===== config.mk =====
export PLATFORM = sky130hd
export DESIGN_NAME = physical_register_allocator_flat
export DESIGN_NICKNAME = d
export VERILOG_FILES = /design/src/pra_pkg.sv /design/src/pra_if.sv /design/src/pra_ram.sv /design/src/pra_alloc.sv /design/src/physical_register_allocator.sv /design/src/flat_wrapper.sv
export SDC_FILE = /design/constraint.sdc
export NUM_CORES = 2
export LEC_CHECK = 0
export BUFFER_PORTS_ARGS = -buffer_cell sky130_fd_sc_hd__buf_2
export CAP_MARGIN = 20
export CORE_UTILIZATION = 55
export DETAILED_ROUTE_END_ITERATION = 6
export GPL_TIMING_DRIVEN = 0
export PLACE_DENSITY = 0.71
export SETUP_SLACK_MARGIN = 0.05
export SLEW_MARGIN = 20
export SYNTH_ARGS = -nofsm -noshare
export SYNTH_HDL_FRONTEND = slang
export SYNTH_SLANG_ARGS = --single-unit

===== constraint.sdc =====
create_clock -name clk -period 17.7 [get_ports clk]
set_input_delay 2.655 -clock clk [delete_from_list [all_inputs] [get_ports clk]]
set_output_delay 2.655 -clock clk [all_outputs]
set_load 0.03 [all_outputs]

===== src/pra_pkg.sv =====
// ----------------------------------------------------------------------------
// pra_pkg: shared types and constants of the physical register allocator
// Action and fault codes, the controller states and the control bundle that
// the allocation logic hands to the top level.
// ----------------------------------------------------------------------------
package pra_pkg;

    // Default sizes of the register files.
    localparam int PRA_NUM_PHYS = 8;
    localparam int PRA_NUM_VIRT = 256;

    // Fixed field widths of the instruction channel.
    localparam int PRA_VREG_W   = 8;
    localparam int PRA_ACTION_W = 2;

    // Requested operation; the fourth code is unused and does nothing.
    typedef enum logic [PRA_ACTION_W-1:0] {
        ACT_ALLOC_DEST = 2'd0,
        ACT_ALLOC_BOTH = 2'd1,
        ACT_RELEASE    = 2'd2
    } action_t;

    // Fault reported with a result.
    typedef enum logic [1:0] {
        FAULT_OK          = 2'd0,
        FAULT_EXHAUSTED   = 2'd1,
        FAULT_FREE_MAP    = 2'd2,
        FAULT_BAD_RELEASE = 2'd3
    } fault_t;

    // Controller states.
    typedef enum logic [2:0] {
        ST_CLEAR,
        ST_IDLE,
        ST_DEST,
        ST_EXEC,
        ST_WSRC
    } state_t;

    // Decision of the allocation logic for one instruction.
    typedef struct packed {
        fault_t fault;
        logic   src_valid;
        logic   dest_new;
        logic   src_new;
    } alloc_ctl_t;

endpackage


===== src/pra_if.sv =====
// ----------------------------------------------------------------------------
// pra_if: valid/ready channels of the physical register allocator
// pra_req_if carries one instruction per transfer, pra_rsp_if one result.
// ----------------------------------------------------------------------------
interface pra_req_if;
    logic                          valid;
    logic                          ready;
    logic [pra_pkg::PRA_ACTION_W-1:0] action;
    logic [pra_pkg::PRA_VREG_W-1:0]   dest_vreg;
    logic [pra_pkg::PRA_VREG_W-1:0]   src_vreg;
    logic                          src_is_imm;

    modport source (output valid, action, dest_vreg, src_vreg, src_is_imm, input ready);
    modport sink   (input valid, action, dest_vreg, src_vreg, src_is_imm, output ready);
endinterface

interface pra_rsp_if #(
    parameter int PHYS_W = $clog2(pra_pkg::PRA_NUM_PHYS)
);
    logic              valid;
    logic              ready;
    logic [PHYS_W-1:0] dest_phys;
    logic [PHYS_W-1:0] src_phys;
    logic              src_phys_valid;
    pra_pkg::fault_t   fault;

    modport source (output valid, dest_phys, src_phys, src_phys_valid, fault, input ready);
    modport sink   (input valid, dest_phys, src_phys, src_phys_valid, fault, output ready);
endinterface


===== src/pra_ram.sv =====
// ----------------------------------------------------------------------------
// pra_ram: generic single-port-write, single-port-read synchronous RAM
// One write and one read per cycle; the read data is registered.
// ----------------------------------------------------------------------------
module pra_ram #(
    parameter int WIDTH = 4,
    parameter int DEPTH = 256
) (
    input  logic                     clk,
    input  logic                     we,
    input  logic [$clog2(DEPTH)-1:0] waddr,
    input  logic [WIDTH-1:0]         wdata,
    input  logic [$clog2(DEPTH)-1:0] raddr,
    output logic [WIDTH-1:0]         rdata
);

    logic [WIDTH-1:0] mem [DEPTH];

    // Write port.
    always_ff @(posedge clk)
    begin
        if (we)
        begin
            mem[waddr] <= wdata;
        end
    end

    // Registered read port.
    always_ff @(posedge clk)
    begin
        rdata <= mem[raddr];
    end

endmodule


===== src/pra_alloc.sv =====
// ----------------------------------------------------------------------------
// pra_alloc: allocation decision for one instruction
// Given the busy mask and the two map entries read from the rename map,
// picks or checks the physical registers and reports the fault, if any.
// ----------------------------------------------------------------------------
module pra_alloc #(
    parameter int NUM_PHYS = pra_pkg::PRA_NUM_PHYS,
    parameter int PHYS_W   = $clog2(pra_pkg::PRA_NUM_PHYS),
    parameter int VIRT_W   = $clog2(pra_pkg::PRA_NUM_VIRT)
) (
    input  pra_pkg::action_t    action,
    input  logic                src_is_imm,
    input  logic [VIRT_W-1:0]   dest_idx,
    input  logic [VIRT_W-1:0]   src_idx,
    input  logic [NUM_PHYS-1:0] busy,
    input  logic                dest_hit,
    input  logic [PHYS_W-1:0]   dest_map,
    input  logic                src_hit,
    input  logic [PHYS_W-1:0]   src_map,
    output pra_pkg::alloc_ctl_t ctl,
    output logic [PHYS_W-1:0]   dest_phys,
    output logic [PHYS_W-1:0]   src_phys,
    output logic [NUM_PHYS-1:0] busy_next
);

    import pra_pkg::*;

    // Lowest free register: {found, index}.
    function automatic logic [PHYS_W:0] pick_free(input logic [NUM_PHYS-1:0] mask);
        logic [PHYS_W:0] res;
        res = '0;
        for (int i = NUM_PHYS - 1; i >= 0; i--)
        begin
            if (!mask[i])
            begin
                res = {1'b1, PHYS_W'(i)};
            end
        end
        return res;
    endfunction

    // A mapped register must name an existing register that is still busy.
    function automatic logic mapped_ok(input logic [PHYS_W-1:0] p,
                                       input logic [NUM_PHYS-1:0] mask);
        return (int'(p) < NUM_PHYS) && mask[p];
    endfunction

    logic [PHYS_W:0]     pick_d;
    logic [PHYS_W:0]     pick_s;
    logic [NUM_PHYS-1:0] busy_d;

    // Lowest free register for the destination, then for the source with the
    // destination's new register already taken.
    always_comb
    begin
        pick_d = pick_free(busy);
        busy_d = busy;
        if (!dest_hit && pick_d[PHYS_W])
        begin
            busy_d = busy | (NUM_PHYS'(1) << pick_d[PHYS_W-1:0]);
        end
        pick_s = pick_free(busy_d);
    end

    // Decision for the instruction.
    always_comb
    begin
        ctl       = '{fault: FAULT_OK, src_valid: 1'b0, dest_new: 1'b0, src_new: 1'b0};
        dest_phys = '0;
        src_phys  = '0;
        busy_next = busy;
        case (action)
            ACT_ALLOC_DEST, ACT_ALLOC_BOTH:
            begin
                // Destination: existing mapping or lowest free register.
                if (dest_hit)
                begin
                    if (mapped_ok(dest_map, busy))
                    begin
                        dest_phys = dest_map;
                    end
                    else
                    begin
                        ctl.fault = FAULT_FREE_MAP;
                    end
                end
                else if (pick_d[PHYS_W])
                begin
                    dest_phys    = pick_d[PHYS_W-1:0];
                    ctl.dest_new = 1'b1;
                end
                else
                begin
                    ctl.fault = FAULT_EXHAUSTED;
                end

                // Source, unless it is an immediate.
                if (ctl.fault == FAULT_OK && action == ACT_ALLOC_BOTH && !src_is_imm)
                begin
                    if (ctl.dest_new && src_idx == dest_idx)
                    begin
                        src_phys = dest_phys;
                    end
                    else if (src_hit)
                    begin
                        if (mapped_ok(src_map, busy_d))
                        begin
                            src_phys = src_map;
                        end
                        else
                        begin
                            ctl.fault = FAULT_FREE_MAP;
                        end
                    end
                    else if (pick_s[PHYS_W])
                    begin
                        src_phys    = pick_s[PHYS_W-1:0];
                        ctl.src_new = 1'b1;
                    end
                    else
                    begin
                        ctl.fault = FAULT_EXHAUSTED;
                    end
                    ctl.src_valid = (ctl.fault == FAULT_OK);
                end

                if (ctl.fault == FAULT_OK)
                begin
                    busy_next = busy_d;
                    if (ctl.src_new)
                    begin
                        busy_next = busy_d | (NUM_PHYS'(1) << src_phys);
                    end
                end
                else
                begin
                    // A fault drops everything, including the destination.
                    ctl.src_valid = 1'b0;
                    ctl.dest_new  = 1'b0;
                    ctl.src_new   = 1'b0;
                    dest_phys     = '0;
                    src_phys      = '0;
                end
            end
            ACT_RELEASE:
            begin
                // Free the destination's register; the map entry stays.
                if (dest_hit && mapped_ok(dest_map, busy))
                begin
                    dest_phys = dest_map;
                    busy_next = busy & ~(NUM_PHYS'(1) << dest_map);
                end
                else
                begin
                    ctl.fault = FAULT_BAD_RELEASE;
                end
            end
            default:
            begin
                // Unused action code: no effect, all fields zero.
            end
        endcase
    end

endmodule


===== src/physical_register_allocator.sv =====
// ----------------------------------------------------------------------------
// physical_register_allocator: rename map and first-free register allocator
// Flow: an instruction passes ST_DEST and ST_EXEC, then its result waits in
// the output register; ST_EXEC holds while that register is still full. One
// instruction at a time: the next is taken after ST_EXEC, or after ST_WSRC
// when a source is newly mapped. Reset: busy mask cleared, map swept, then ready.
// ----------------------------------------------------------------------------
module physical_register_allocator #(
    parameter int NUM_PHYS = pra_pkg::PRA_NUM_PHYS,
    parameter int NUM_VIRT = pra_pkg::PRA_NUM_VIRT
) (
    input  logic      clk,
    input  logic      rst_n,
    pra_req_if.sink   instr,
    pra_rsp_if.source alloc
);

    import pra_pkg::*;

    localparam int PHYS_W = $clog2(NUM_PHYS);
    localparam int VIRT_W = $clog2(NUM_VIRT);
    localparam int ENT_W  = PHYS_W + 1;

    // Virtual register number reduced modulo NUM_VIRT (quotient below 16).
    function automatic logic [VIRT_W-1:0] vreg_index(input logic [PRA_VREG_W-1:0] v);
        int r;
        r = int'(v);
        for (int k = 3; k >= 0; k--)
        begin
            if (r >= (NUM_VIRT << k))
            begin
                r = r - (NUM_VIRT << k);
            end
        end
        return VIRT_W'(r);
    endfunction

    state_t              state_reg;
    state_t              state_next;
    logic [VIRT_W-1:0]   clr_cnt_reg;
    logic [VIRT_W-1:0]   dest_idx_reg;
    logic [VIRT_W-1:0]   src_idx_reg;
    action_t             action_reg;
    logic                imm_reg;
    logic                dent_valid_reg;
    logic [PHYS_W-1:0]   dent_phys_reg;
    logic [PHYS_W-1:0]   src_wr_reg;
    logic [NUM_PHYS-1:0] busy_reg;
    logic                out_valid_reg;
    logic [PHYS_W-1:0]   out_dest_reg;
    logic [PHYS_W-1:0]   out_src_reg;
    logic                out_srcv_reg;
    fault_t              out_fault_reg;

    logic                ram_we;
    logic [VIRT_W-1:0]   ram_waddr;
    logic [ENT_W-1:0]    ram_wdata;
    logic [VIRT_W-1:0]   ram_raddr;
    logic [ENT_W-1:0]    ram_rdata;

    alloc_ctl_t          a_ctl;
    logic [PHYS_W-1:0]   a_dest_phys;
    logic [PHYS_W-1:0]   a_src_phys;
    logic [NUM_PHYS-1:0] a_busy_next;
    logic                exec_go;

    // Rename map: one valid bit and a physical register number per entry.
    pra_ram #(
        .WIDTH (ENT_W),
        .DEPTH (NUM_VIRT)
    ) u_map (
        .clk   (clk),
        .we    (ram_we),
        .waddr (ram_waddr),
        .wdata (ram_wdata),
        .raddr (ram_raddr),
        .rdata (ram_rdata)
    );

    // Allocation decision from the two entries read.
    pra_alloc #(
        .NUM_PHYS (NUM_PHYS),
        .PHYS_W   (PHYS_W),
        .VIRT_W   (VIRT_W)
    ) u_alloc (
        .action     (action_reg),
        .src_is_imm (imm_reg),
        .dest_idx   (dest_idx_reg),
        .src_idx    (src_idx_reg),
        .busy       (busy_reg),
        .dest_hit   (dent_valid_reg),
        .dest_map   (dent_phys_reg),
        .src_hit    (ram_rdata[PHYS_W]),
        .src_map    (ram_rdata[PHYS_W-1:0]),
        .ctl        (a_ctl),
        .dest_phys  (a_dest_phys),
        .src_phys   (a_src_phys),
        .busy_next  (a_busy_next)
    );

    // The result commits once the output register can take it.
    assign exec_go = (state_reg == ST_EXEC) && (!out_valid_reg || alloc.ready);

    // Next state.
    always_comb
    begin
        state_next = state_reg;
        case (state_reg)
            ST_CLEAR:
            begin
                if (clr_cnt_reg == VIRT_W'(NUM_VIRT - 1))
                begin
                    state_next = ST_IDLE;
                end
            end
            ST_IDLE:
            begin
                if (instr.valid)
                begin
                    state_next = ST_DEST;
                end
            end
            ST_DEST:
            begin
                state_next = ST_EXEC;
            end
            ST_EXEC:
            begin
                if (exec_go)
                begin
                    state_next = a_ctl.src_new ? ST_WSRC : ST_IDLE;
                end
            end
            ST_WSRC:
            begin
                state_next = ST_IDLE;
            end
            default:
            begin
                state_next = ST_IDLE;
            end
        endcase
    end

    // State outputs: handshake and map RAM controls.
    always_comb
    begin
        instr.ready = 1'b0;
        ram_we      = 1'b0;
        ram_waddr   = dest_idx_reg;
        ram_wdata   = {1'b1, a_dest_phys};
        ram_raddr   = src_idx_reg;
        case (state_reg)
            ST_CLEAR:
            begin
                ram_we    = 1'b1;
                ram_waddr = clr_cnt_reg;
                ram_wdata = '0;
            end
            ST_IDLE:
            begin
                instr.ready = 1'b1;
                ram_raddr   = vreg_index(instr.dest_vreg);
            end
            ST_EXEC:
            begin
                ram_we = exec_go && a_ctl.dest_new;
            end
            ST_WSRC:
            begin
                ram_we    = 1'b1;
                ram_waddr = src_idx_reg;
                ram_wdata = {1'b1, src_wr_reg};
            end
            default:
            begin
            end
        endcase
    end

    // Controller state, sweep counter and busy mask.
    always_ff @(posedge clk or negedge rst_n)
    begin
        if (!rst_n)
        begin
            state_reg   <= ST_CLEAR;
            clr_cnt_reg <= '0;
            busy_reg    <= '0;
        end
        else
        begin
            state_reg <= state_next;
            if (state_reg == ST_CLEAR)
            begin
                clr_cnt_reg <= clr_cnt_reg + VIRT_W'(1);
            end
            if (exec_go)
            begin
                busy_reg <= a_busy_next;
            end
        end
    end

    // Instruction fields, the destination entry held for the decision and the new source register for ST_WSRC.
    always_ff @(posedge clk)
    begin
        if (state_reg == ST_IDLE && instr.valid)
        begin
            action_reg   <= action_t'(instr.action);
            imm_reg      <= instr.src_is_imm;
            dest_idx_reg <= vreg_index(instr.dest_vreg);
            src_idx_reg  <= vreg_index(instr.src_vreg);
        end
        if (state_reg == ST_DEST)
        begin
            dent_valid_reg <= ram_rdata[PHYS_W];
            dent_phys_reg  <= ram_rdata[PHYS_W-1:0];
        end
        if (exec_go)
        begin
            src_wr_reg <= a_src_phys;
        end
    end

    // Output register: valid flag.
    always_ff @(posedge clk or negedge rst_n)
    begin
        if (!rst_n)
        begin
            out_valid_reg <= 1'b0;
        end
        else if (exec_go)
        begin
            out_valid_reg <= 1'b1;
        end
        else if (alloc.ready)
        begin
            out_valid_reg <= 1'b0;
        end
    end

    // Output register: payload.
    always_ff @(posedge clk)
    begin
        if (exec_go)
        begin
            out_dest_reg  <= a_dest_phys;
            out_src_reg   <= a_src_phys;
            out_srcv_reg  <= a_ctl.src_valid;
            out_fault_reg <= a_ctl.fault;
        end
    end

    assign alloc.valid          = out_valid_reg;
    assign alloc.dest_phys      = out_dest_reg;
    assign alloc.src_phys       = out_src_reg;
    assign alloc.src_phys_valid = out_srcv_reg;
    assign alloc.fault          = out_fault_reg;

endmodule


===== src/flat_wrapper.sv =====
// flat-port wrapper written by rule: the top's interface ports become plain ports
module physical_register_allocator_flat import pra_pkg::*;
#(
    parameter int NUM_PHYS = pra_pkg::PRA_NUM_PHYS,
    parameter int NUM_VIRT = pra_pkg::PRA_NUM_VIRT
)
  (clk, rst_n, instr_valid, instr_action, instr_dest_vreg, instr_src_vreg, instr_src_is_imm, instr_ready, alloc_valid, alloc_dest_phys, alloc_src_phys, alloc_src_phys_valid, alloc_fault, alloc_ready);
  pra_req_if instr_i ();
  pra_rsp_if alloc_i ();
  input  logic clk;
  input  logic rst_n;
  input wire logic [$bits(instr_i.valid)-1:0] instr_valid;
  input wire logic [$bits(instr_i.action)-1:0] instr_action;
  input wire logic [$bits(instr_i.dest_vreg)-1:0] instr_dest_vreg;
  input wire logic [$bits(instr_i.src_vreg)-1:0] instr_src_vreg;
  input wire logic [$bits(instr_i.src_is_imm)-1:0] instr_src_is_imm;
  output wire logic [$bits(instr_i.ready)-1:0] instr_ready;
  output wire logic [$bits(alloc_i.valid)-1:0] alloc_valid;
  output wire logic [$bits(alloc_i.dest_phys)-1:0] alloc_dest_phys;
  output wire logic [$bits(alloc_i.src_phys)-1:0] alloc_src_phys;
  output wire logic [$bits(alloc_i.src_phys_valid)-1:0] alloc_src_phys_valid;
  output wire logic [$bits(alloc_i.fault)-1:0] alloc_fault;
  input wire logic [$bits(alloc_i.ready)-1:0] alloc_ready;
  assign instr_i.valid = instr_valid;
  assign instr_i.action = instr_action;
  assign instr_i.dest_vreg = instr_dest_vreg;
  assign instr_i.src_vreg = instr_src_vreg;
  assign instr_i.src_is_imm = instr_src_is_imm;
  assign instr_ready = instr_i.ready;
  assign alloc_valid = alloc_i.valid;
  assign alloc_dest_phys = alloc_i.dest_phys;
  assign alloc_src_phys = alloc_i.src_phys;
  assign alloc_src_phys_valid = alloc_i.src_phys_valid;
  assign alloc_fault = alloc_i.fault;
  assign alloc_i.ready = alloc_ready;
  physical_register_allocator #(.NUM_PHYS(NUM_PHYS), .NUM_VIRT(NUM_VIRT)) u_core (.clk(clk), .rst_n(rst_n), .instr(instr_i), .alloc(alloc_i));
endmodule

==> results.json <==
{
  "slew_headroom": 0.0663,
  "min_path_type": "reg -> reg",
  "worst_clock_skew_ns": 0.0371,
  "synth_xor_area_frac": 0.00302,
  "top_register": "u_core.u_map.mem",
  "dp.final_hpwl_um": 133000,
  "initial_utilization": 0.555,
  "synth-edff-count": 1056,
  "cp_data_arrival_time_ns": 7.47,
  "grt_max_degree": 131,
  "synth_area_um2": 46300,
  "ys_warn_count": 0,
  "async_flop_share": 0.0185,
  "cp-end-kind": "flip-flop",
  "ys_types": 78,
  "track_usage": 0.452,
  "dieHeight_um": 292,
  "fin_tns_setup_ns": 0,
  "vias": 35940,
  "tightest_slew_ns": 1.40,
  "cellLeakagePower_nw": 18.3,
  "synth_compound_gate_area_share": 0.0869,
  "yosysTopAreaCellShare": 0.684,
  "vias_per_cell": 7.33,
  "synth_top_family_by_area": "simple AND/OR/NAND/NOR gates",
  "portBuffers": 33,
  "path_clk_slew_ns": 0.06,
  "h-tree-depth": 3,
  "timing.hold.ws_ns": 0.437,
  "setup_viol": 0,
  "yosys_register_bits": 1080,
  "dp_slack_ns": 10.75,
  "hold_viol": 0,
  "cts_hold_buf": 0,
  "critical_path_required_ns": 18.21,
  "clk_latency_ns": 0.72,
  "io_pins": 34,
  "clock.fmax_ghz": 0.144,
  "yosysMostFrequentCell": "edfxtp_1",
  "cts.sinks": 1080,
  "post_drt_wl_per_cell_um": 39.9,
  "critPathLaunchType": "primary input",
  "die_width_um": 292,
  "cap_violations": 0,
  "numCtsBuffers": 111,
  "synth_cells": 3527,
  "core_um2": 83600,
  "period_needed_ns": 6.96,
  "synthSimpleGateAreaFrac": 0.130,
  "place_congestion": 1.05,
  "peakVddDrop_uv": 82.1,
  "reg2reg_depth": 12,
  "first_pass_iters": 7,
  "clockBufferDepth": 3,
  "rsz0062_at_grt": "no",
  "cts-resized-gates": 0,
  "stdcell_count": 4903,
  "synthAdderAreaFrac": 0.000486,
  "final_core_util": 0.626,
  "place_inst": 4685,
  "drive_above_1_share": 0.122,
  "cts_tree": "built",
  "synth_area_leaders": "edfxtp_1 (68%), nand2_1 (5.1%), a211oi_1 (3.5%)",
  "placementRows": 106,
  "route.detailed.drc": 0,
  "synth_top_cell_by_area": "edfxtp_1",
  "critPathMaxFanout": 10,
  "slew_violations": 0,
  "ys_seq_area_frac": 0.697,
  "grt_pass1_wl_um": 260000,
  "largest_reg_flops": 1024,
  "drt_iter0_drc": 7497,
  "clock-root-buffer": "clkbuf_16",
  "synth-main-ff-cell": "edfxtp_1",
  "ant_nets": 0,
  "synth_nets": 3551,
  "syn2layout_area_growth_pct": 12.9,
  "synth_commonest_cells": "edfxtp_1 (1056), nand2_1 (629), nor3_1 (283)",
  "status": "completed",
  "synthMuxAreaShare": 0.0395,
  "grt_overflow": 0,
  "antenna_found_initial": 10,
  "crit_type": "in -> reg",
  "die_area_um2": 85400,
  "powerDensity_nw_per_um2": 98.4,
  "fin_crit_sh": 0.393,
  "grt_pass1_vias": 32572,
  "wl_um": 196000,
  "layout.nets": 3743,
  "whs_path_depth": 0,
  "post_cts_buffers": 0,
  "worst_slack_ns": 10.74,
  "syn_avg_cell_area_um2": 13.1
}
## critical path: stages
cell and delay, ns:
buf_2 0.09, nor4bb_1 0.24, buf_2 0.38, a21o_1 0.12, buf_2 0.26, buf_2 0.50
buf_1 0.70, nand2_1 0.12, nand3_1 0.11, nand3_1 0.16, a211oi_1 0.90, o22ai_1 0.25
nor4_1 0.95
## power breakdown
group	switching (W)	leakage [nW]	internal, W
Combinational	0.00000263	4.94	0.00000200
Clock	0.00103	1.76	0.00134
Sequential	0.00000000000000000000547	11.6	0.00276
Total	0.00104	18.3	0.00411
## per-layer routing
metal,global-route usage,routed length (um),up-vias
met3,0.224,36300,940
li1,-,-,13861
met5,0.0284,542,-
met4,0.307,16900,15
met1,0.565,64900,17246
met2,0.611,77000,3878
## worst paths after layout
path,slack (ns),from,end
hold / removal,0.44,u_core.u_map.rdata[3]$_DFF_P_,u_core.dent_valid_reg$_DFFE_PP_
max in group asynchronous,15.43,rst_n,u_core.clr_cnt_reg[7]$_DFFE_PN0N_
hold reg to reg,0.44,u_core.u_map.rdata[3]$_DFF_P_,u_core.dent_valid_reg$_DFFE_PP_
min in group asynchronous,1.91,rst_n,u_core.busy_reg[1]$_DFFE_PN0P_
setup / recovery,10.74,instr_dest_vreg[0],u_core.u_map.rdata[2]$_DFF_P_
setup reg to reg,12.11,u_core.state_reg[2]$_DFFE_PN0P_,u_core.u_map.rdata[0]$_DFF_P_
## layout make-up
| type | instances | area [um2] |
|---|---|---|
| Clock inverter | 68 | 701 |
| Clock buffer | 139 | 2910 |
| Antenna cell | 10 | 25.0 |
| Fill cell | 6325 | 31200 |
| Tap cell | 1080 | 1350 |
| Buffer | 269 | 1690 |
| Timing Repair Buffer | 79 | 886 |
| Multi-Input combinational cell | 2082 | 12100 |
| Inverter | 96 | 375 |
| Sequential cell | 1080 | 32300 |
## cells by family (layout without fill, tap and decap cells)
| group | count (synthesis) | count (layout) |
|---|---|---|
| buf+inv | 365 | 651 |
| simple gates | 1344 | 1344 |
| xor+xnor | 16 | 16 |
| compound gates | 548 | 548 |
| flops | 1080 | 1080 |
| fa+ha+maj | 2 | 2 |
| other cells | 0 | 10 |
| mux | 172 | 172 |
## per-stage QoR
stage	power, W	cell area (um2)
2_1_floorplan	0.00282	46300
3_3_place_gp	0.00282	47900
3_5_place_dp	0.00282	48700
4_1_cts	0.00511	52300
5_1_grt	0.00521	52300
6_report	0.00515	52300
## cells in the final DEF (no fill, tap or decap), types with 41 or more instances in the layout
master        n
a211oi_1    217
a21oi_1      74
a311oi_1     71
buf_2       118
buf_6        69
clkbuf_1     97
clkbuf_16   112
edfxtp_1   1056
inv_1        94
mux2i_1     157
nand2_1     629
nand3_1     189
nand4_1      41
nor2_1      109
nor3_1      279
Note: power is estimated with default switching activity, not from simulation.
